## config.mk

```make
export PLATFORM = sky130hd
export DESIGN_NAME = tnh_prep
export DESIGN_NICKNAME = d
export VERILOG_FILES = /design/src/design/tnh_pkg.sv /design/src/design/tnh_prep.sv
export SDC_FILE = /design/constraint.sdc
export NUM_CORES = 1
export LEC_CHECK = 0
export BUFFER_PORTS_ARGS = -buffer_cell sky130_fd_sc_hd__buf_2
export CAP_MARGIN = 20
export CORE_ASPECT_RATIO = 2
export CORE_UTILIZATION = 53
export DETAILED_ROUTE_END_ITERATION = 8
export PLACE_DENSITY = 0.7
export SLEW_MARGIN = 40
export SYNTH_ARGS = -nofsm -noshare
export SYNTH_HDL_FRONTEND = slang
export SYNTH_SLANG_ARGS = --single-unit
```

## constraint.sdc

```tcl
create_clock -name aclk -period 5.01 [get_ports aclk]
set_input_delay 0.2505 -clock aclk [delete_from_list [all_inputs] [get_ports aclk]]
set_output_delay 0.2505 -clock aclk [all_outputs]
set_load 0.05 [all_outputs]
```

## src/design/tnh_pkg.sv

```systemverilog
// Shared constants, register indexes and the stage payload type of the terrain normal pipeline.
// No dependencies; every other file of the block but tnh_skid refers to it by scoped names.
`timescale 1ns / 1ps

package tnh_pkg;

    localparam int MAX_GRID_SIZE_DEF = 1025;

    localparam int HEIGHT_W  = 32;
    localparam int COORD_W   = 11;
    localparam int SIZE_W    = 11;
    localparam int SPACING_W = 10;
    localparam int NRM_W     = 16;
    localparam int NZ_W      = 15;
    localparam int EXT_W     = 34;
    localparam int MAG_W     = 31;
    localparam int MZ_W      = 27;
    localparam int SQ_W      = 62;
    localparam int SUM_W     = 64;
    localparam int ROOT_W    = 32;
    localparam int QUO_W     = 16;
    localparam int NUM_W     = 47;
    localparam int LANES     = 3;

    localparam int IN_DATA_W  = 184;
    localparam int IN_USER_W  = 4;
    localparam int RES_W      = 47;
    localparam int OUT_DATA_W = 48;

    localparam int CFG_IDX_W  = 1;
    localparam int CFG_DATA_W = 11;

    localparam logic [CFG_IDX_W-1:0] REG_GRID_SIZE    = 1'b0;
    localparam logic [CFG_IDX_W-1:0] REG_GRID_SPACING = 1'b1;

    localparam logic [SIZE_W-1:0]    GRID_SIZE_RST    = 11'd257;
    localparam logic [SPACING_W-1:0] GRID_SPACING_RST = 10'd1;

    localparam logic [QUO_W-1:0] Q15_MAX = 16'd32767;

    typedef struct packed {
        logic [MAG_W-1:0] mx;
        logic [MAG_W-1:0] my;
        logic [MAG_W-1:0] mz;
        logic             neg_x;
        logic             neg_y;
    } comp_t;

endpackage

```

## src/design/tnh_prep.sv

```systemverilog
// Front stages: edge extrapolation, central differences, and common down-shift of the vector.
// Depends on tnh_pkg.
`timescale 1ns / 1ps

module tnh_prep #(
    parameter int MAX_GRID_SIZE = tnh_pkg::MAX_GRID_SIZE_DEF
) (
    input  logic                             aclk,
    input  logic                             aresetn,
    input  logic                             ce,
    input  logic                             in_valid,
    input  logic [tnh_pkg::HEIGHT_W-1:0]     centre_height,
    input  logic [tnh_pkg::HEIGHT_W-1:0]     left_height,
    input  logic [tnh_pkg::HEIGHT_W-1:0]     right_height,
    input  logic [tnh_pkg::HEIGHT_W-1:0]     down_height,
    input  logic [tnh_pkg::HEIGHT_W-1:0]     up_height,
    input  logic [tnh_pkg::COORD_W-1:0]      column,
    input  logic [tnh_pkg::COORD_W-1:0]      row,
    input  logic                             left_skirt_present,
    input  logic                             right_skirt_present,
    input  logic                             bottom_skirt_present,
    input  logic                             top_skirt_present,
    input  logic [tnh_pkg::SIZE_W-1:0]       grid_size,
    input  logic [tnh_pkg::SPACING_W-1:0]    grid_spacing,
    output logic                             out_valid,
    output tnh_pkg::comp_t                   out_comp
);

    localparam int SZ_BITS = $clog2(MAX_GRID_SIZE + 1);
    localparam int SZ_W    = (SZ_BITS > tnh_pkg::COORD_W) ? SZ_BITS : tnh_pkg::COORD_W;
    localparam logic [SZ_W-1:0] MAX_SZ = SZ_W'(MAX_GRID_SIZE);
    localparam int W = tnh_pkg::EXT_W;

    // stage A: substitute missing neighbors
    logic [SZ_W-1:0] size_c, last_c;
    logic            first_col, last_col, first_row, last_row;
    logic signed [W-1:0] c_x, c2, l_x, r_x, d_x, u_x;
    logic signed [W-1:0] lv_next, rv_next, dv_next, uv_next;
    logic signed [W-1:0] lv_reg, rv_reg, dv_reg, uv_reg;
    logic                a_valid_reg;

    always_comb begin
        size_c    = (SZ_W'(grid_size) > MAX_SZ) ? MAX_SZ : SZ_W'(grid_size);
        last_c    = size_c - SZ_W'(1);
        first_col = (column == '0);
        first_row = (row == '0);
        last_col  = (size_c == '0) || (SZ_W'(column) >= last_c);
        last_row  = (size_c == '0) || (SZ_W'(row) >= last_c);
        c_x = {{2{centre_height[31]}}, centre_height};
        l_x = {{2{left_height[31]}}, left_height};
        r_x = {{2{right_height[31]}}, right_height};
        d_x = {{2{down_height[31]}}, down_height};
        u_x = {{2{up_height[31]}}, up_height};
        c2  = {c_x[W-2:0], 1'b0};
        lv_next = (first_col && !left_skirt_present)   ? c2 - r_x : l_x;
        rv_next = (last_col  && !right_skirt_present)  ? c2 - l_x : r_x;
        dv_next = (first_row && !bottom_skirt_present) ? c2 - u_x : d_x;
        uv_next = (last_row  && !top_skirt_present)    ? c2 - d_x : u_x;
    end

    always_ff @(posedge aclk) begin
        if (!aresetn) begin
            a_valid_reg <= 1'b0;
        end else if (ce) begin
            a_valid_reg <= in_valid;
        end
        if (ce) begin
            lv_reg <= lv_next;
            rv_reg <= rv_next;
            dv_reg <= dv_next;
            uv_reg <= uv_next;
        end
    end

    // stage B: differences and magnitudes
    logic signed [W:0]   ax, ay;
    logic [W-1:0]        mx_next, my_next, mx_reg, my_reg;
    logic                nx_next, ny_next, nx_reg, ny_reg;
    logic [tnh_pkg::SPACING_W-1:0] sp;
    logic [tnh_pkg::MZ_W-1:0]      mz_next, mz_reg;
    logic                          b_valid_reg;

    always_comb begin
        ax = {lv_reg[W-1], lv_reg} - {rv_reg[W-1], rv_reg};
        ay = {dv_reg[W-1], dv_reg} - {uv_reg[W-1], uv_reg};
        nx_next = ax[W];
        ny_next = ay[W];
        mx_next = nx_next ? W'(-ax) : ax[W-1:0];
        my_next = ny_next ? W'(-ay) : ay[W-1:0];
        sp      = (grid_spacing == '0) ? tnh_pkg::SPACING_W'(1) : grid_spacing;
        mz_next = {sp, 17'b0};
    end

    always_ff @(posedge aclk) begin
        if (!aresetn) begin
            b_valid_reg <= 1'b0;
        end else if (ce) begin
            b_valid_reg <= a_valid_reg;
        end
        if (ce) begin
            mx_reg <= mx_next;
            my_reg <= my_next;
            mz_reg <= mz_next;
            nx_reg <= nx_next;
            ny_reg <= ny_next;
        end
    end

    // stage C: shift all magnitudes until the largest fits 31 bits
    logic [W-1:0]   orv;
    logic [1:0]     sh;
    tnh_pkg::comp_t comp_next, comp_reg;
    logic           c_valid_reg;

    always_comb begin
        orv = mx_reg | my_reg | W'(mz_reg);
        if (orv[33]) begin
            sh = 2'd3;
        end else if (orv[32]) begin
            sh = 2'd2;
        end else if (orv[31]) begin
            sh = 2'd1;
        end else begin
            sh = 2'd0;
        end
        comp_next.mx    = tnh_pkg::MAG_W'(mx_reg >> sh);
        comp_next.my    = tnh_pkg::MAG_W'(my_reg >> sh);
        comp_next.mz    = tnh_pkg::MAG_W'(mz_reg >> sh);
        comp_next.neg_x = nx_reg;
        comp_next.neg_y = ny_reg;
    end

    always_ff @(posedge aclk) begin
        if (!aresetn) begin
            c_valid_reg <= 1'b0;
        end else if (ce) begin
            c_valid_reg <= b_valid_reg;
        end
        if (ce) begin
            comp_reg <= comp_next;
        end
    end

    assign out_valid = c_valid_reg;
    assign out_comp  = comp_reg;

endmodule

```

==> impl_metrics.prom <==
# TYPE chip_impl_metric gauge
chip_impl_metric{name="grt_pass1_wl",unit="um"} 105000
chip_impl_metric{name="number_of_global_route_vias_before_repair",unit=""} 20352
chip_impl_metric{name="postSynthRegisterBits",unit=""} 296
chip_impl_metric{name="placed_cells_incl_taps",unit=""} 3514
chip_impl_metric{name="synth-edff-count",unit=""} 293
chip_impl_metric{name="postPlaceCellArea",unit="um2"} 26900
chip_impl_metric{name="detail_route.wirelength",unit="um"} 68000
chip_impl_info{name="crit_path_end_kind",value="flip-flop"} 1
chip_impl_metric{name="post-layout-total-power",unit="W"} 0.0105
chip_impl_metric{name="final.setup.tns",unit="ns"} 0
chip_impl_metric{name="wire_per_inst",unit="um"} 19.0
chip_impl_metric{name="fin_crit_share",unit="%"} 89.4
chip_impl_metric{name="crit_buf_inv",unit=""} 2
chip_impl_metric{name="std_cell_rows",unit=""} 111
chip_impl_info{name="ys_dominant_reg_cell",value="edfxtp_1"} 1
chip_impl_metric{name="post_cts_resize_count",unit=""} 0
chip_impl_metric{name="drive_gt1_share",unit="%"} 13.9
chip_impl_metric{name="cts.hold.buffers_added",unit=""} 14
chip_impl_metric{name="avgViaCountPerCell",unit=""} 5.79
chip_impl_metric{name="worst_setup_hold_path_clk_slew",unit="ns"} 0.07
chip_impl_info{name="outcome",value="completed"} 1
chip_impl_metric{name="dp_hpwl",unit="um"} 56500
chip_impl_metric{name="syn-cell-area",unit="um2"} 24800
chip_impl_metric{name="n_antenna_cell",unit=""} 0
chip_impl_metric{name="die_height",unit="um"} 308
chip_impl_metric{name="syn-instance-count",unit=""} 2671
chip_impl_metric{name="power.leakage",unit="nW"} 12.8
chip_impl_metric{name="cts_htree_levels",unit=""} 1
chip_impl_metric{name="netlist-cell-type-count",unit=""} 100
chip_impl_metric{name="fin_nets",unit=""} 3369
chip_impl_metric{name="timing.final.crit_period",unit="ns"} 4.48
chip_impl_metric{name="grt_max_degree",unit=""} 108
chip_impl_metric{name="async_reset_ff_share",unit="%"} 0
chip_impl_metric{name="detailedRoute.firstIterationViolations",unit=""} 1256
chip_impl_info{name="commonest_non_fill_non_tap_cell_in_the_layout",value="edfxtp_1"} 1
chip_impl_info{name="setup_crit_start_kind",value="input port"} 1
chip_impl_metric{name="synth-xor-area-share",unit="%"} 7.97
chip_impl_info{name="grt_setup_unrepaired",value="false"} 1
chip_impl_metric{name="cts_bufs_inserted",unit=""} 26
chip_impl_metric{name="yosys.area_share.simple",unit="%"} 12.6
chip_impl_metric{name="cts_buffer_depth",unit=""} 3
chip_impl_metric{name="crit_fanout",unit=""} 30
chip_impl_metric{name="ir_drop",unit="uV"} 335
chip_impl_metric{name="clkSinkCount",unit=""} 296
chip_impl_metric{name="synth_warnings",unit=""} 0
chip_impl_metric{name="clock_latency",unit="ns"} 0.55
chip_impl_metric{name="global_route.usage.total",unit="%"} 28.2
chip_impl_metric{name="fillCellCount",unit=""} 4056
chip_impl_metric{name="cell_area_after_layout",unit="um2"} 27900
chip_impl_info{name="timing.rr.end",value="mx_reg[32]$_DFFE_PP_"} 1
chip_impl_metric{name="drc_errors",unit=""} 0
chip_impl_metric{name="ioPinCount",unit=""} 307
chip_impl_metric{name="rrSetupSlack",unit="ns"} 0.57
chip_impl_metric{name="post_synth_fa_ha_maj_area_fraction",unit="%"} 11.5
chip_impl_metric{name="core",unit="um2"} 46100
chip_impl_info{name="most-common-layout-cells",value="293 x edfxtp_1, 287 x buf_2, 266 x inv_1, 216 x ha_1, 213 x nand2_1"} 1
chip_impl_metric{name="drt_pass1_iterations",unit=""} 7
chip_impl_metric{name="critical_path_required",unit="ns"} 5.28
chip_impl_metric{name="worst_slew_margin_rel",unit="%"} 49.1
chip_impl_metric{name="route.vias.total",unit=""} 20693
chip_impl_metric{name="synthToLayoutAreaGrowth",unit="%"} 12.1
chip_impl_metric{name="effective_utilization_at_floorplan",unit="%"} 53.9
chip_impl_metric{name="cts_post_setup_buffers_inserted",unit=""} 0
chip_impl_metric{name="port_buffers",unit=""} 288
chip_impl_metric{name="multiInputGateArea",unit="um2"} 14700
chip_impl_metric{name="fmax_achieved",unit="MHz"} 223
chip_impl_info{name="worst_hold_path_type",value="in -> reg"} 1
chip_impl_metric{name="largest_register_ff_count",unit=""} 77
chip_impl_metric{name="max_cap_viol_count",unit=""} 0
chip_impl_metric{name="preCtsSetupSlack",unit="ns"} -0.00311
chip_impl_metric{name="fin_worst_skew",unit="ns"} 0.0139
chip_impl_metric{name="rr_worst_depth",unit=""} 16
chip_impl_metric{name="dieWidth",unit="um"} 155
chip_impl_metric{name="die_area",unit="um2"} 47800
chip_impl_metric{name="finalHoldViolations",unit=""} 0
chip_impl_info{name="cts-root-buf",value="clkbuf_16"} 1
chip_impl_info{name="timing_worst_setup_path_type",value="in -> reg"} 1
chip_impl_metric{name="critical_path.max_stage_delay",unit="ns"} 0.52
chip_impl_info{name="worstHoldStart",value="left_height[30]"} 1
chip_impl_metric{name="synth-seq-area-share",unit="%"} 35.6
chip_impl_metric{name="grt_overflow",unit=""} 0
chip_impl_metric{name="setup_violating_endpoint_count_in_the_final_report",unit=""} 0
chip_impl_metric{name="finalWorstSetupSlack",unit="ns"} 0.533
chip_impl_metric{name="final_antenna_net_count",unit=""} 0
chip_impl_info{name="clock_tree_from_tritoncts",value="done"} 1
chip_impl_metric{name="globalplace.congestion",unit=""} 0.940
chip_impl_info{name="r2r-start",value="lv_reg[0]$_DFFE_PP_"} 1
chip_impl_info{name="worst_path_max_delay_cell",value="a211o_2"} 1
chip_impl_metric{name="synthMuxAreaShare",unit="%"} 7.22
chip_impl_metric{name="ff_latch_area",unit="um2"} 8860
chip_impl_metric{name="hold_path_cell_cnt",unit=""} 3
chip_impl_metric{name="tightest_slew",unit="ns"} 0.758
chip_impl_info{name="worst_path_dominant_cell_family",value="compound AO/OA/AOI/OAI gates"} 1
chip_impl_info{name="cell_by_cell_listing_of_the_critical_path",value="buf_2 -> nor4_1 -> nand2_1 -> or3_1 -> o21ai_0 -> nor2b_1 -> ha_1 -> xnor2_1 -> ha_1 -> a21o_1 -> a21o_1 -> a21oi_1 -> maj3_1 -> a21oi_1 -> maj3_1 -> o21ai_0 -> a211o_2 -> buf_12 -> nand2b_1 -> o211ai_1"} 1
chip_impl_metric{name="antenna_found_initial",unit=""} 3
chip_impl_metric{name="fin_cells",unit=""} 3575
chip_impl_info{name="largest_family_of_logic_cells_by_synthesized_area",value="compound AO/OA/AOI/OAI gates"} 1
chip_impl_metric{name="synthesis.area_per_instance",unit="um2"} 9.30
chip_impl_metric{name="timing.critical_path.arrival",unit="ns"} 4.75
chip_impl_metric{name="power_density",unit="nW/um2"} 378
chip_impl_metric{name="synth_compound_area_share",unit="%"} 19.3
chip_impl_metric{name="finalMaxSlewViolations",unit=""} 0
chip_impl_info{name="hold-path-endpoint",value="lv_reg[30]$_DFFE_PP_"} 1
tightest hold or removal path, cell delays in order:
cell and delay (ns):
buf_2 0.10, nand2_1 0.05, o21ai_0 0.06
layout make-up:
class / instances / share of cell area (%)
Multi-Input combinational cell: 2025 / 52.6
Sequential cell: 296 / 31.8
Timing Repair Buffer: 320 / 6.38
Inverter: 267 / 3.60
Tap cell: 621 / 2.79
Clock buffer: 31 / 2.48
Clock inverter: 15 / 0.319
where the power goes:
part / switching, W / internal (W) / total [W]
Clock: 0.000885 / 0.000985 / 0.00187
Sequential: 0.000245 / 0.00352 / 0.00377
Combinational: 0.00311 / 0.00179 / 0.00490
through the flow:
step                      hold slack [ns]  utilization [%]
final                              0.0177             60.4
after global routing               0.0230             60.4
after CTS                         0.00134             60.4
after detailed placement            0.411             58.4
after global placement              0.407             58.4
after floorplan                     0.363                -
synth_stat cells (12+ instances only):
cell        n  area [um2]
a211oi_1   20         150
a21o_1     96         721
a21oi_1   183         916
a31oi_1    31         194
and2_1     16         100
and3_1     23         144
buf_4      19         143
clkbuf_1   65         244
edfxtp_1  293        8800
ha_1      216        2700
inv_1     266         998
mux2_2     13         146
mux2i_1   160        1600
nand2_1   214         803
nand2b_1   41         257
nand3_1    40         200
nand4_1    12        75.1
nor2_1    136         510
nor2b_1    32         200
nor3_1     43         215
nor4_1     17         106
o21a_1     43         323
o21ai_0   200        1000
o21bai_1   13        97.6
o31ai_1    22         165
or2_2      12        75.1
or3_1      12        75.1
xnor2_1   125        1090
xor2_1    101         885
worst max-delay path by stage:
| stage | start | endpoint | slack (ns) | depth (start not counted) |
|---|---|---|---|---|
| final | grid_size[7] | uv_reg[33]$_DFFE_PP_ | 0.53 | 20 |
| after global routing | grid_size[7] | uv_reg[33]$_DFFE_PP_ | 0.13 | 20 |
| after CTS | grid_size[7] | uv_reg[33]$_DFFE_PP_ | 0.56 | 20 |
| after detailed placement | grid_size[7] | uv_reg[33]$_DFFE_PP_ | -0.003 | 20 |
| after global placement | grid_size[7] | uv_reg[33]$_DFFE_PP_ | 0.03 | 20 |
| after floorplan | grid_size[7] | uv_reg[13]$_DFFE_PP_ | 0.48 | 19 |
kinds of logic after synthesis:
group           Yosys count
simple gates            639
xor+xnor                226
other cells               1
fa+ha+maj               225
mux                     175
compound gates          742
flops                   296
buf+inv                 367
layer usage:
layer	GRT usage, %	vias to the layer above	share of wire (%)
li1	-	10171	-
met1	29.5	9749	38
met2	53.6	616	52
met3	2.32	151	3.6
met4	17.6	6	6.8
met5	0	-	0.051
Power figures use the tool's default switching activity.
