File: config.mk
export PLATFORM = sky130hd
export DESIGN_NAME = tnh_skid
export DESIGN_NICKNAME = d
export VERILOG_FILES = /design/src/design/tnh_skid.sv
export SDC_FILE = /design/constraint.sdc
export NUM_CORES = 1
export LEC_CHECK = 0
export BUFFER_PORTS_ARGS = -buffer_cell sky130_fd_sc_hd__buf_4
export CAP_MARGIN = 30
export CORE_MARGIN = 3
export CORE_UTILIZATION = 25
export DETAILED_ROUTE_END_ITERATION = 8
export GPL_ROUTABILITY_DRIVEN = 0
export GPL_TIMING_DRIVEN = 0
export MAX_ROUTING_LAYER = met4
export PLACE_DENSITY = 0.48
export SLEW_MARGIN = 10
export SYNTH_ARGS = -nofsm -noshare
export SYNTH_HDL_FRONTEND = slang
export SYNTH_SLANG_ARGS = --single-unit
File: constraint.sdc
create_clock -name aclk -period 7.8 [get_ports aclk]
set_input_delay 1.17 -clock aclk [delete_from_list [all_inputs] [get_ports aclk]]
set_output_delay 1.17 -clock aclk [all_outputs]
set_load 0.005 [all_outputs]
File: src/design/tnh_skid.sv
// Output register with one spare entry; its registered ready drives the pipeline enable.
// Depends on tnh_pkg for nothing but is sized by its DATA_W parameter.
`timescale 1ns / 1ps

module tnh_skid #(
    parameter int DATA_W = 48
) (
    input  logic              aclk,
    input  logic              aresetn,
    input  logic              in_valid,
    input  logic [DATA_W-1:0] in_data,
    output logic              in_ready,
    output logic              m_tvalid,
    input  logic              m_tready,
    output logic [DATA_W-1:0] m_tdata
);

    logic              out_valid_reg, out_valid_next;
    logic [DATA_W-1:0] out_data_reg, out_data_next;
    logic              spare_valid_reg, spare_valid_next;
    logic [DATA_W-1:0] spare_data_reg, spare_data_next;
    logic              in_fire;

    always_comb begin
        in_fire          = in_valid && !spare_valid_reg;
        out_valid_next   = out_valid_reg;
        out_data_next    = out_data_reg;
        spare_valid_next = spare_valid_reg;
        spare_data_next  = spare_data_reg;
        if (!out_valid_reg || m_tready) begin
            if (spare_valid_reg) begin
                out_valid_next   = 1'b1;
                out_data_next    = spare_data_reg;
                spare_valid_next = 1'b0;
            end else begin
                out_valid_next = in_fire;
                out_data_next  = in_data;
            end
        end else if (in_fire) begin
            spare_valid_next = 1'b1;
            spare_data_next  = in_data;
        end
    end

    always_ff @(posedge aclk) begin
        if (!aresetn) begin
            out_valid_reg   <= 1'b0;
            spare_valid_reg <= 1'b0;
        end else begin
            out_valid_reg   <= out_valid_next;
            spare_valid_reg <= spare_valid_next;
        end
        out_data_reg   <= out_data_next;
        spare_data_reg <= spare_data_next;
    end

    assign in_ready = !spare_valid_reg;
    assign m_tvalid = out_valid_reg;
    assign m_tdata  = out_data_reg;

endmodule

==> results of run 1 <==
[Yosys cell counts]
library cell	number
mux2_2	1
nor3b_1	1
nand2b_1	1
nor2_2	1
nor3b_2	1
mux2_4	47
edfxtp_1	96
buf_12	5
inv_1	1
dfxtp_1	2
buf_6	1
a21boi_0	1
[worst max path at each step]
stage | startpoint | to | cells past startpoint | slack (ns)
after floorplan | m_tready | spare_data_reg[0] | 2 | 1.26
after global placement | m_tready | spare_data_reg[2] | 3 | -2.05
after detailed placement | m_tready | spare_data_reg[0] | 5 | 4.74
after CTS | m_tready | spare_data_reg[34] | 5 | 5.11
after global routing | m_tready | spare_data_reg[46] | 5 | 5.01
final | m_tready | spare_data_reg[46] | 5 | 5.17
[per-stage QoR]
stage | setup TNS, ns | instances | cell area, µm²
2_1_floorplan | 0 | 158 | 3790
3_3_place_gp | -98.05 | 443 | 4780
3_5_place_dp | 0 | 448 | 4840
4_1_cts | 0 | 464 | 5100
5_1_grt | 0 | 464 | 5100
6_report | 0 | 464 | 5100
[power by group through the flow]
stage	Combinational (mW)	Clock (mW)	Sequential, mW
floorplan	0.0340	0	0.630
detailed placement	0.0997	0	0.627
finish	0.0970	0.399	0.615
CTS	0.0998	0.420	0.616
global placement	0.0960	0	0.629
global route	0.105	0.441	0.617
[worst max-delay path: cells and delay by family]
family | cells | cell delay, ns
and+or+nand+nor | 2 | 0.94
buffers and inverters | 3 | 0.55
[final cells by class]
cell class	count	area [µm²]
repair buffers	106	803
clock inverters	6	33.8
multi-input cells	53	769
well taps	184	230
clock buffers	10	229
fillers	1432	9600
inverters	1	3.75
plain buffers	6	111
flip-flops and latches	98	2920
[kinds of logic (layout without fill, tap and decap cells)]
kind of cell,Yosys count,after routing,share of synthesized area [%]
mux,48,48,18.9
buf+inv,7,129,3.03
simple gates,4,4,0.857
flops,98,98,77.0
compound gates,1,1,0.198
[layer usage]
metal | global-route usage (%) | up-vias | wire, µm
met5 | - | - | 0
met1 | 10.3 | 882 | 2960
met2 | 12.9 | 60 | 3350
met4 | 3.15 | 0 | 85
li1 | - | 853 | -
met3 | 4.16 | 6 | 487
==> report_table.html, run 1 <==
<table>
<tr><th>Metric</th><th>Value</th></tr>
<tr><th colspan="2">Critical path</th></tr>
<tr><td>R2r worst-path depth</td><td>4</td></tr>
<tr><td>CP dominant cell by count</td><td>buf_4</td></tr>
<tr><td>Critical-path cell with the highest stage delay</td><td>nand2b_4</td></tr>
<tr><td>Slack of the worst reg-to-reg path</td><td>5.76 ns</td></tr>
<tr><td>Data required time of the critical path</td><td>7.85 ns</td></tr>
<tr><td>Element type at the critical path start</td><td>primary input</td></tr>
<tr><td>CP arrival</td><td>2.68 ns</td></tr>
<tr><td>Critical register-to-register path endpoint</td><td>spare_data_reg[46]</td></tr>
<tr><td>Highest net fanout along the worst path</td><td>51</td></tr>
<tr><td>Critical path start-end classification</td><td>primary input to flip-flop</td></tr>
<tr><td>Startpoint of the lowest-slack register-to-register path</td><td>m_tvalid</td></tr>
<tr><td>Stage delay of the slowest cell on the critical path</td><td>0.48 ns</td></tr>
<tr><td>Endpoint class of the critical path</td><td>flip-flop</td></tr>
<tr><td>Sequence of cells on the critical path</td><td>buf_4 -&gt; nand2b_4 -&gt; nor3b_2 -&gt; buf_4 -&gt; buf_6</td></tr>
<tr><th colspan="2">Detailed routing</th></tr>
<tr><td>Post-detailed-route wirelength per cell</td><td>14.8 µm</td></tr>
<tr><td>DRC violation count after routing</td><td>0</td></tr>
<tr><td>Vias per std cell</td><td>3.88</td></tr>
<tr><td>Count of antenna-violating nets left after detailed routing</td><td>0</td></tr>
<tr><td>Violation count after the first detailed-route iteration</td><td>100</td></tr>
<tr><td>Post-Route WL</td><td>6.88 mm</td></tr>
<tr><td>Length of the first detailed-routing pass in iterations</td><td>4</td></tr>
<tr><td>Total number of vias</td><td>1801</td></tr>
<tr><th colspan="2">CTS</th></tr>
<tr><td>Worst-Skew Late Latency</td><td>0.34 ns</td></tr>
<tr><td>Hold_buf cts</td><td>0</td></tr>
<tr><td>Htree depth</td><td>3</td></tr>
<tr><td>Clock root buffer</td><td>clkbuf_16</td></tr>
<tr><td>TritonCTS clock tree</td><td>done</td></tr>
<tr><td>Clock slew at the register clock pins of the worst setup and hold paths</td><td>0.07 ns</td></tr>
<tr><td>Clock buffers created by TritonCTS</td><td>9</td></tr>
<tr><td>Total clock sinks</td><td>98</td></tr>
<tr><td>Post-CTS Resized</td><td>0</td></tr>
<tr><td>Total setup buffers inserted after CTS</td><td>0</td></tr>
<tr><td>Bufs on Longest Clock Path</td><td>2</td></tr>
<tr><th colspan="2">Cells and area</th></tr>
<tr><td>Number of antenna diodes</td><td>0</td></tr>
<tr><td>Commonest non-fill, non-tap cell in the layout</td><td>buf_4</td></tr>
<tr><td>Highest-count cells in the layout ignoring fill and taps</td><td>104 x buf_4, 96 x edfxtp_1, 47 x mux2_4</td></tr>
<tr><td>Layout cells sized above 1</td><td>63.6%</td></tr>
<tr><td>Layout overhead on the synthesized area</td><td>34.5%</td></tr>
<tr><td>Core Util, Final</td><td>34.7%</td></tr>
<tr><td>Layout net count</td><td>327</td></tr>
<tr><th colspan="2">Synthesis</th></tr>
<tr><td>Yosys top cell area share</td><td>76.0%</td></tr>
<tr><td>Count of warnings emitted by yosys</td><td>0</td></tr>
<tr><td>Most area-consuming cells after synthesis</td><td>edfxtp_1 76%, mux2_4 19%, buf_12 2.6%</td></tr>
<tr><td>Synthesis-stage register bit count</td><td>98</td></tr>
<tr><td>Synthesized net count</td><td>210</td></tr>
<tr><td>Cell taking the most area after synthesis</td><td>edfxtp_1</td></tr>
<tr><td>Sequential element share of the synthesized area</td><td>77.0%</td></tr>
<tr><td>Post-Synthesis Cells</td><td>158</td></tr>
<tr><td>Synth Cell Area</td><td>0.00379 mm²</td></tr>
<tr><td>Syn_area_per_cell</td><td>24.0 µm²</td></tr>
<tr><td>Post-synth cell types</td><td>12</td></tr>
<tr><th colspan="2">Power and ir drop</th></tr>
<tr><td>Static Leakage</td><td>1.98 nW</td></tr>
<tr><td>Part of the total power dissipated in sequential elements</td><td>55.4%</td></tr>
<tr><td>Int Pwr</td><td>885 µW</td></tr>
<tr><td>Clock power share</td><td>35.9%</td></tr>
<tr><td>IR drop worst, VDD</td><td>121 µV</td></tr>
<tr><td>Switching pwr</td><td>227 µW</td></tr>
<tr><td>Ratio of total power to cell area</td><td>218 mW/mm²</td></tr>
<tr><td>Proportion of total power due to net switching</td><td>20.4%</td></tr>
<tr><td>Combinational share of power</td><td>8.7%</td></tr>
<tr><td>Overall power</td><td>1.11 mW</td></tr>
<tr><th colspan="2">Global routing</th></tr>
<tr><td>Via count of the first global-routing pass</td><td>1910</td></tr>
<tr><td>Number of antenna violations at the first check in global routing</td><td>0</td></tr>
<tr><td>Largest net degree at the start of global routing</td><td>52</td></tr>
<tr><td>First-pass GRT wire length</td><td>10.4 mm</td></tr>
<tr><td>Total GRT Usage</td><td>8.70%</td></tr>
<tr><td>Gr ovfl total</td><td>0</td></tr>
<tr><th colspan="2">Floorplan</th></tr>
<tr><td>Die H</td><td>129 µm</td></tr>
<tr><td>Overall die width</td><td>129 µm</td></tr>
<tr><td>Io pins</td><td>102</td></tr>
<tr><td>Initial cell density of the core</td><td>25.8%</td></tr>
<tr><td>Number of cell rows</td><td>44</td></tr>
<tr><td>Placeable Area</td><td>0.0147 mm²</td></tr>
<tr><td>Total Die Area</td><td>0.0167 mm²</td></tr>
<tr><th colspan="2">Place</th></tr>
<tr><td>Number of buffers inserted by port buffering</td><td>101</td></tr>
<tr><td>Worst Setup Slack post-DPL</td><td>4.74 ns</td></tr>
<tr><td>Placed wire-length estimate</td><td>4.73 mm</td></tr>
<tr><th colspan="2">Timing</th></tr>
<tr><td>Hold Worst Slack</td><td>0.546 ns</td></tr>
<tr><td>Transition time at the pin with the least slew margin</td><td>0.751 ns</td></tr>
<tr><td>Min Tclk post-route</td><td>2.63 ns</td></tr>
<tr><td>Least setup slack across all paths after layout</td><td>5.17 ns</td></tr>
<tr><td>F_max</td><td>380 MHz</td></tr>
<tr><td>Period utilization</td><td>33.7%</td></tr>
<tr><td>Count of endpoints failing hold in the final timing report</td><td>0</td></tr>
<tr><td>Final setup violation count</td><td>0</td></tr>
<tr><td>Post-Route Skew</td><td>0.00705 ns</td></tr>
<tr><td>Unrepaired setup endpoints after global routing</td><td>false</td></tr>
<tr><td>Relative slew slack</td><td>50.0%</td></tr>
<tr><td>Count of pins over their slew limit</td><td>0</td></tr>
<tr><th colspan="2">Status</th></tr>
<tr><td>Status</td><td>finished, final reports clean</td></tr>
<tr><th colspan="2">Hold path</th></tr>
<tr><td>Worst min-delay path startpoint</td><td>spare_data_reg[10]</td></tr>
<tr><td>WHS Endpoint</td><td>m_tdata[10]</td></tr>
<tr><td>Hold Path Class</td><td>flip-flop to flip-flop</td></tr>
<tr><td>Hold Path Stages</td><td>1</td></tr>
<tr><th colspan="2">Job</th></tr>
<tr><td>Max-capacitance violation count</td><td>0</td></tr>
</table>
No activity file was read; power rests on OpenSTA's default activity.
==> run 2, diff against run 1 <==
- PLACE_DENSITY: 0.48 -> 0.5
- clock period: 7.8 -> 2.15 ns (I/O delays scaled with it)
==> report_table.html, run 2 (same netlist as run 1, synthesis figures left out) <==
<table>
<tr><th>Metric</th><th>Value</th></tr>
<tr><th colspan="2">Global routing</th></tr>
<tr><td>Number of antenna violations at the first check in global routing</td><td>0</td></tr>
<tr><td>Met1 capacity usage during global routing</td><td>10.5%</td></tr>
<tr><td>Routing layer with the top usage in global route</td><td>met2</td></tr>
<tr><td>First-pass GRT wire length</td><td>10.7 mm</td></tr>
<tr><td>Total GRT Usage</td><td>8.93%</td></tr>
<tr><td>Largest net degree at the start of global routing</td><td>52</td></tr>
<tr><td>Met2 layer usage reported by global route</td><td>13.3%</td></tr>
<tr><td>Gr ovfl total</td><td>0</td></tr>
<tr><td>Global-route met3 utilization</td><td>3.09%</td></tr>
<tr><td>Via count of the first global-routing pass</td><td>2022</td></tr>
<tr><th colspan="2">Critical path</th></tr>
<tr><td>Highest net fanout along the worst path</td><td>51</td></tr>
<tr><td>Critical-path cell with the highest stage delay</td><td>nand2b_4</td></tr>
<tr><td>Critical path start-end classification</td><td>flip-flop to flip-flop</td></tr>
<tr><td>Endpoint class of the critical path</td><td>flip-flop</td></tr>
<tr><td>Data required time of the critical path</td><td>2.20 ns</td></tr>
<tr><td>Element type at the critical path start</td><td>flip-flop</td></tr>
<tr><td>Sequence of cells on the critical path</td><td>nand2b_4 -&gt; nor3b_4 -&gt; buf_8 -&gt; buf_8</td></tr>
<tr><td>CP dominant cell by count</td><td>buf_8</td></tr>
<tr><td>Stage delay of the slowest cell on the critical path</td><td>0.43 ns</td></tr>
<tr><td>CP arrival</td><td>1.95 ns</td></tr>
<tr><th colspan="2">Cells and area</th></tr>
<tr><td>Layout net count</td><td>328</td></tr>
<tr><td>Highest-count cells in the layout ignoring fill and taps</td><td>104 x buf_4, 96 x edfxtp_1, 47 x mux2_4</td></tr>
<tr><td>Layout overhead on the synthesized area</td><td>35.6%</td></tr>
<tr><td>Core Util, Final</td><td>35.0%</td></tr>
<tr><td>Post-route cell area</td><td>0.00515 mm²</td></tr>
<tr><td>Commonest non-fill, non-tap cell in the layout</td><td>buf_4</td></tr>
<tr><td>Number of antenna diodes</td><td>0</td></tr>
<tr><td>Layout cells sized above 1</td><td>62.3%</td></tr>
<tr><th colspan="2">Power and ir drop</th></tr>
<tr><td>IR drop worst, VDD</td><td>286 µV</td></tr>
<tr><td>Static Leakage</td><td>2.00 nW</td></tr>
<tr><td>Overall power</td><td>4.13 mW</td></tr>
<tr><td>Ratio of total power to cell area</td><td>803 mW/mm²</td></tr>
<tr><th colspan="2">CTS</th></tr>
<tr><td>Clock buffers created by TritonCTS</td><td>9</td></tr>
<tr><td>Htree depth</td><td>3</td></tr>
<tr><td>Clock slew at the register clock pins of the worst setup and hold paths</td><td>0.06 ns</td></tr>
<tr><td>Bufs on Longest Clock Path</td><td>2</td></tr>
<tr><td>TritonCTS clock tree</td><td>done</td></tr>
<tr><td>Hold_buf cts</td><td>0</td></tr>
<tr><td>Worst-Skew Late Latency</td><td>0.34 ns</td></tr>
<tr><td>Clock root buffer</td><td>clkbuf_16</td></tr>
<tr><td>Total clock sinks</td><td>98</td></tr>
<tr><th colspan="2">Timing</th></tr>
<tr><td>Count of endpoints failing hold in the final timing report</td><td>0</td></tr>
<tr><td>Count of pins over their slew limit</td><td>0</td></tr>
<tr><td>F_max</td><td>525 MHz</td></tr>
<tr><td>Unrepaired setup endpoints after global routing</td><td>false</td></tr>
<tr><td>Relative slew slack</td><td>50.3%</td></tr>
<tr><td>Least setup slack across all paths after layout</td><td>0.245 ns</td></tr>
<tr><td>Final setup violation count</td><td>0</td></tr>
<tr><td>Period utilization</td><td>88.6%</td></tr>
<tr><td>Post-Route Skew</td><td>0.00496 ns</td></tr>
<tr><td>Min Tclk post-route</td><td>1.90 ns</td></tr>
<tr><td>Transition time at the pin with the least slew margin</td><td>0.746 ns</td></tr>
<tr><td>Final total negative setup slack</td><td>0 ns</td></tr>
<tr><th colspan="2">Floorplan</th></tr>
<tr><td>Placeable Area</td><td>0.0147 mm²</td></tr>
<tr><td>Overall die width</td><td>129 µm</td></tr>
<tr><td>Initial cell density of the core</td><td>25.8%</td></tr>
<tr><td>Die H</td><td>129 µm</td></tr>
<tr><td>Io pins</td><td>102</td></tr>
<tr><td>Number of cell rows</td><td>44</td></tr>
<tr><td>Total Die Area</td><td>0.0167 mm²</td></tr>
<tr><th colspan="2">Hold path</th></tr>
<tr><td>Hold Path Class</td><td>primary input to flip-flop</td></tr>
<tr><th colspan="2">Place</th></tr>
<tr><td>Worst Setup Slack post-DPL</td><td>-0.404 ns</td></tr>
<tr><td>Number of buffers inserted by port buffering</td><td>101</td></tr>
<tr><td>Placed wire-length estimate</td><td>4.84 mm</td></tr>
<tr><td>Post-Place Cell Area</td><td>0.00485 mm²</td></tr>
<tr><th colspan="2">Detailed routing</th></tr>
<tr><td>Total number of vias</td><td>1843</td></tr>
<tr><td>Count of antenna-violating nets left after detailed routing</td><td>0</td></tr>
<tr><td>DRC violation count after routing</td><td>0</td></tr>
<tr><td>Post-Route WL</td><td>6.97 mm</td></tr>
<tr><td>Post-detailed-route wirelength per cell</td><td>15.0 µm</td></tr>
<tr><td>Violation count after the first detailed-route iteration</td><td>112</td></tr>
<tr><td>Vias per std cell</td><td>3.96</td></tr>
<tr><td>Length of the first detailed-routing pass in iterations</td><td>4</td></tr>
<tr><th colspan="2">Status</th></tr>
<tr><td>Status</td><td>finished, final reports clean</td></tr>
<tr><th colspan="2">Job</th></tr>
<tr><td>Max-capacitance violation count</td><td>0</td></tr>
</table>
## run 2: cell count changes in the layout (fill, tap and decap cells not counted), moves of 2 or more
cell        change
buf_6           -2
buf_8           +3
clkbuf_1        +5
clkinv_2        -3
clkinvlp_4      -2
## run 2: path summary, 6_finish.rpt
path / slack [ns] / cells after the start / from / end
max: 0.25 / 4 / m_tvalid / spare_data_reg[46]
min reg2reg: 0.55 / 1 / spare_data_reg[11] / m_tdata[11]
min: 0.17 / 1 / in_data[17] / spare_data_reg[17]
max reg2reg: 0.25 / 4 / m_tvalid / spare_data_reg[46]
## run 2: cell type report
type	instances	area [µm²]
Buffer	6	111
Clock buffer	15	248
Clock inverter	1	30.0
Fill cell	1415	9550
Inverter	1	3.75
Multi-Input combinational cell	53	776
Sequential cell	98	2920
Tap cell	184	230
Timing Repair Buffer	107	826
## run 2: worst max-delay path, delay by kind of cell (launching register included)
family / cells / cell delay, ns
buf+inv: 2 / 0.38
flops: 1 / 0.40
simple gates: 2 / 0.82
## run 2: layer usage
layer | share of wire (%) | wire length, µm
met4 | 2.5 | 177
met5 | 0 | 0
met3 | 6.8 | 471
met2 | 47 | 3250
met1 | 44 | 3080
## run 2: timing repair
item                                    CTS  global route
buffers inserted                          3             0
gates resized for setup                   0             0
endpoints found under the setup margin   38             0
## run 2: per-stage QoR
stage,cells,hold slack (ns)
finish,465,0.167
global route,465,0.147
CTS,465,0.142
detailed placement,446,0.513
global placement,443,0.512
floorplan,158,0.421
## run 2: power by group
part	switching, mW	total [mW]	internal, mW
registers	0.0273	2.23	2.21
logic	0.123	0.355	0.232
clock network	0.637	1.54	0.905
==> run 3, diff against run 2 <==
- ABC_AREA: not set -> 1
- CORE_MARGIN: 3 -> not set
==> report_table.html, run 3 <==
<table>
<tr><th>Metric</th><th>Value</th></tr>
<tr><th colspan="2">Status</th></tr>
<tr><td>Status</td><td>finished, final reports clean</td></tr>
<tr><th colspan="2">Cells and area</th></tr>
<tr><td>Layout cells sized above 1</td><td>33.5%</td></tr>
<tr><td>Commonest non-fill, non-tap cell in the layout</td><td>nand2_1</td></tr>
<tr><td>Core Util, Final</td><td>35.0%</td></tr>
<tr><td>Layout overhead on the synthesized area</td><td>35.3%</td></tr>
<tr><td>Highest-count cells in the layout ignoring fill and taps</td><td>145 x nand2_1, 105 x buf_4, 96 x edfxtp_1</td></tr>
<tr><td>Layout net count</td><td>429</td></tr>
<tr><td>Post-route cell area</td><td>0.00490 mm²</td></tr>
<tr><td>Number of antenna diodes</td><td>0</td></tr>
<tr><th colspan="2">CTS</th></tr>
<tr><td>Htree depth</td><td>3</td></tr>
<tr><td>TritonCTS clock tree</td><td>done</td></tr>
<tr><td>Clock root buffer</td><td>clkbuf_16</td></tr>
<tr><td>Clock slew at the register clock pins of the worst setup and hold paths</td><td>0.06 ns</td></tr>
<tr><td>Hold_buf cts</td><td>0</td></tr>
<tr><td>Bufs on Longest Clock Path</td><td>2</td></tr>
<tr><td>Worst-Skew Late Latency</td><td>0.34 ns</td></tr>
<tr><td>Clock buffers created by TritonCTS</td><td>9</td></tr>
<tr><td>Total clock sinks</td><td>98</td></tr>
<tr><th colspan="2">Job</th></tr>
<tr><td>Max-capacitance violation count</td><td>0</td></tr>
<tr><th colspan="2">Floorplan</th></tr>
<tr><td>Number of cell rows</td><td>43</td></tr>
<tr><td>Placeable Area</td><td>0.0140 mm²</td></tr>
<tr><td>Total Die Area</td><td>0.0150 mm²</td></tr>
<tr><td>Io pins</td><td>102</td></tr>
<tr><td>Die H</td><td>122 µm</td></tr>
<tr><td>Overall die width</td><td>122 µm</td></tr>
<tr><td>Initial cell density of the core</td><td>25.9%</td></tr>
<tr><th colspan="2">Critical path</th></tr>
<tr><td>Crit-path leading delay family</td><td>simple AND/OR/NAND/NOR gates</td></tr>
<tr><td>Worst path buffer plus inverter count</td><td>1</td></tr>
<tr><td>Element type at the critical path start</td><td>flip-flop</td></tr>
<tr><td>Stage delay of the slowest cell on the critical path</td><td>0.53 ns</td></tr>
<tr><td>CP arrival</td><td>1.97 ns</td></tr>
<tr><td>CP Launch Point</td><td>m_tvalid</td></tr>
<tr><td>Number of logic stages on the critical path including buffering</td><td>3</td></tr>
<tr><td>Endpoint class of the critical path</td><td>flip-flop</td></tr>
<tr><td>Critical register-to-register path endpoint</td><td>spare_data_reg[39]</td></tr>
<tr><td>R2r worst-path depth</td><td>3</td></tr>
<tr><td>Startpoint of the lowest-slack register-to-register path</td><td>m_tvalid</td></tr>
<tr><td>Critical path start-end classification</td><td>flip-flop to flip-flop</td></tr>
<tr><td>Highest net fanout along the worst path</td><td>50</td></tr>
<tr><td>Critical-path cell with the highest stage delay</td><td>nor2_4</td></tr>
<tr><td>Slack of the worst reg-to-reg path</td><td>0.22 ns</td></tr>
<tr><td>Data required time of the critical path</td><td>2.19 ns</td></tr>
<tr><td>CP endpoint</td><td>spare_data_reg[39]</td></tr>
<tr><td>Sequence of cells on the critical path</td><td>nand2_4 -&gt; nor2_4 -&gt; buf_12</td></tr>
<tr><th colspan="2">Synthesis</th></tr>
<tr><td>Synthesized net count</td><td>315</td></tr>
<tr><td>Share of synthesized registers carrying an async set or reset</td><td>0%</td></tr>
<tr><td>Count of warnings emitted by yosys</td><td>0</td></tr>
<tr><td>Post-synth cell types</td><td>12</td></tr>
<tr><td>Post-synth EDFFs</td><td>96</td></tr>
<tr><td>Most repeated cell in the gate-level netlist after synthesis</td><td>nand2_1</td></tr>
<tr><td>Top_reg_cell synth</td><td>edfxtp_1</td></tr>
<tr><td>Synth Cell Area</td><td>0.00362 mm²</td></tr>
<tr><td>Post-Synthesis Cells</td><td>263</td></tr>
<tr><td>Syn_area_per_cell</td><td>13.8 µm²</td></tr>
<tr><td>Cell taking the most area after synthesis</td><td>edfxtp_1</td></tr>
<tr><td>Sequential element share of the synthesized area</td><td>80.7%</td></tr>
<tr><td>Synthesis-stage register bit count</td><td>98</td></tr>
<tr><td>Cell types with the highest counts after synthesis</td><td>146 x nand2_1, 96 x edfxtp_1, 7 x buf_6</td></tr>
<tr><td>Most area-consuming cells after synthesis</td><td>edfxtp_1 80%, nand2_1 15%, buf_6 2.2%</td></tr>
<tr><td>Yosys top cell area share</td><td>79.6%</td></tr>
<tr><th colspan="2">Place</th></tr>
<tr><td>Post-Place Cell Area</td><td>0.00464 mm²</td></tr>
<tr><td>Worst Setup Slack post-DPL</td><td>-0.233 ns</td></tr>
<tr><td>Placed wire-length estimate</td><td>5.02 mm</td></tr>
<tr><td>Number of buffers inserted by port buffering</td><td>101</td></tr>
<tr><th colspan="2">Power and ir drop</th></tr>
<tr><td>Switching pwr</td><td>816 µW</td></tr>
<tr><td>Proportion of total power due to net switching</td><td>20.4%</td></tr>
<tr><td>Part of the total power dissipated in sequential elements</td><td>56.2%</td></tr>
<tr><td>Int Pwr</td><td>3.19 mW</td></tr>
<tr><td>Static Leakage</td><td>2.07 nW</td></tr>
<tr><td>Ratio of total power to cell area</td><td>818 mW/mm²</td></tr>
<tr><td>Combinational share of power</td><td>8.4%</td></tr>
<tr><td>IR drop worst, VDD</td><td>295 µV</td></tr>
<tr><td>Clock power share</td><td>35.4%</td></tr>
<tr><th colspan="2">Global routing</th></tr>
<tr><td>Largest net degree at the start of global routing</td><td>51</td></tr>
<tr><td>First-pass GRT wire length</td><td>12.0 mm</td></tr>
<tr><td>Met1 capacity usage during global routing</td><td>14.2%</td></tr>
<tr><td>Global-route met3 utilization</td><td>3.11%</td></tr>
<tr><td>Routing layer with the top usage in global route</td><td>met2</td></tr>
<tr><td>Gr ovfl total</td><td>0</td></tr>
<tr><td>Via count of the first global-routing pass</td><td>2242</td></tr>
<tr><td>Total GRT Usage</td><td>11.4%</td></tr>
<tr><td>Met2 layer usage reported by global route</td><td>16.8%</td></tr>
<tr><td>Number of antenna violations at the first check in global routing</td><td>0</td></tr>
<tr><th colspan="2">Detailed routing</th></tr>
<tr><td>Post-detailed-route wirelength per cell</td><td>13.6 µm</td></tr>
<tr><td>Count of antenna-violating nets left after detailed routing</td><td>0</td></tr>
<tr><td>Violation count after the first detailed-route iteration</td><td>106</td></tr>
<tr><td>Post-Route WL</td><td>7.67 mm</td></tr>
<tr><td>Total number of vias</td><td>2266</td></tr>
<tr><td>Length of the first detailed-routing pass in iterations</td><td>4</td></tr>
<tr><td>DRC violation count after routing</td><td>0</td></tr>
<tr><td>Vias per std cell</td><td>4.03</td></tr>
<tr><th colspan="2">Timing</th></tr>
<tr><td>F_max</td><td>519 MHz</td></tr>
<tr><td>Period utilization</td><td>89.6%</td></tr>
<tr><td>Count of pins over their slew limit</td><td>0</td></tr>
<tr><td>Unrepaired setup endpoints after global routing</td><td>false</td></tr>
<tr><td>Transition time at the pin with the least slew margin</td><td>0.753 ns</td></tr>
<tr><td>Min Tclk post-route</td><td>1.93 ns</td></tr>
<tr><td>Final setup violation count</td><td>0</td></tr>
<tr><td>Relative slew slack</td><td>49.8%</td></tr>
<tr><td>Post-Route Skew</td><td>0.00405 ns</td></tr>
<tr><td>Count of endpoints failing hold in the final timing report</td><td>0</td></tr>
<tr><td>Least setup slack across all paths after layout</td><td>0.224 ns</td></tr>
<tr><th colspan="2">Hold path</th></tr>
<tr><td>Hold Path Class</td><td>primary input to flip-flop</td></tr>
<tr><td>Worst min-delay path startpoint</td><td>in_data[23]</td></tr>
</table>
-- run 3: changes by cell type after synthesis, moves of 2 or more --
cell	previous run	this run
nor2_1	0	2
nand2_1	0	146
buf_12	5	0
mux2_4	47	0
buf_6	1	7
buf_4	0	4
-- run 3: worst register-to-register path, cell delays in order, from the launching register on --
cell     delay, ns
dfxtp_1       0.41
nand2_4       0.43
nor2_4        0.54
buf_12        0.25
-- run 3: what timing repair did --
action / 4_1_cts / 5_1_grt
endpoints found under the setup margin: 25 / 12
setup buffers: 0 / 0
gates cloned: 1 / 0
pin swaps: 1 / 0
gates resized for setup: 0 / 1
-- run 3: logic make-up (layout without fill, tap and decap cells) --
group / Yosys count / in the layout / share of synthesized area (%)
AO/OA/AOI/OAI: 1 / 1 / 0.138
buffers and inverters: 13 / 131 / 3.35
flip-flops: 98 / 98 / 80.7
AND/OR/NAND/NOR: 151 / 152 / 15.8
-- run 3: area by class of cell --
cell class | count | area [µm²]
inverters | 2 | 12.5
repair buffers | 102 | 778
well taps | 180 | 225
multi-input cells | 153 | 602
plain buffers | 11 | 109
fillers | 1419 | 9090
clock buffers | 15 | 248
clock inverters | 1 | 5.00
flip-flops and latches | 98 | 2920
-- run 3: per-layer routing --
metal	up-vias	routed length, µm
met5	-	0
met4	0	165
met3	12	445
met2	64	3570
met1	1075	3490
li1	1115	-
-- run 3: power groups by stage --
stage          clock, mW  combinational (mW)  sequential, mW
2_1_floorplan          0              0.0921            2.30
3_3_place_gp           0               0.337            2.29
3_5_place_dp           0               0.345            2.29
4_1_cts             1.48               0.348            2.25
5_1_grt             1.55               0.379            2.26
6_report            1.42               0.338            2.25
-- run 3: worst min-delay path by stage --
stage	endpoint	depth (start not counted)
after floorplan	spare_data_reg[0]	0
after global placement	m_tdata[10]	2
after detailed placement	m_tdata[44]	2
after CTS	spare_data_reg[7]	1
after global routing	spare_data_reg[2]	1
final	spare_data_reg[23]	1
-- run 3: through the flow --
| stage | hold slack (ns) | TNS, ns | instances | power, mW |
|---|---|---|---|---|
| 6_report | 0.165 | 0 | 562 | 4.01 |
| 5_1_grt | 0.150 | 0 | 562 | 4.19 |
| 4_1_cts | 0.145 | 0 | 562 | 4.08 |
| 3_5_place_dp | 0.502 | -5.81 | 545 | 2.64 |
| 3_3_place_gp | 0.500 | -27.26 | 544 | 2.63 |
| 2_1_floorplan | 0.421 | 0 | 263 | 2.39 |
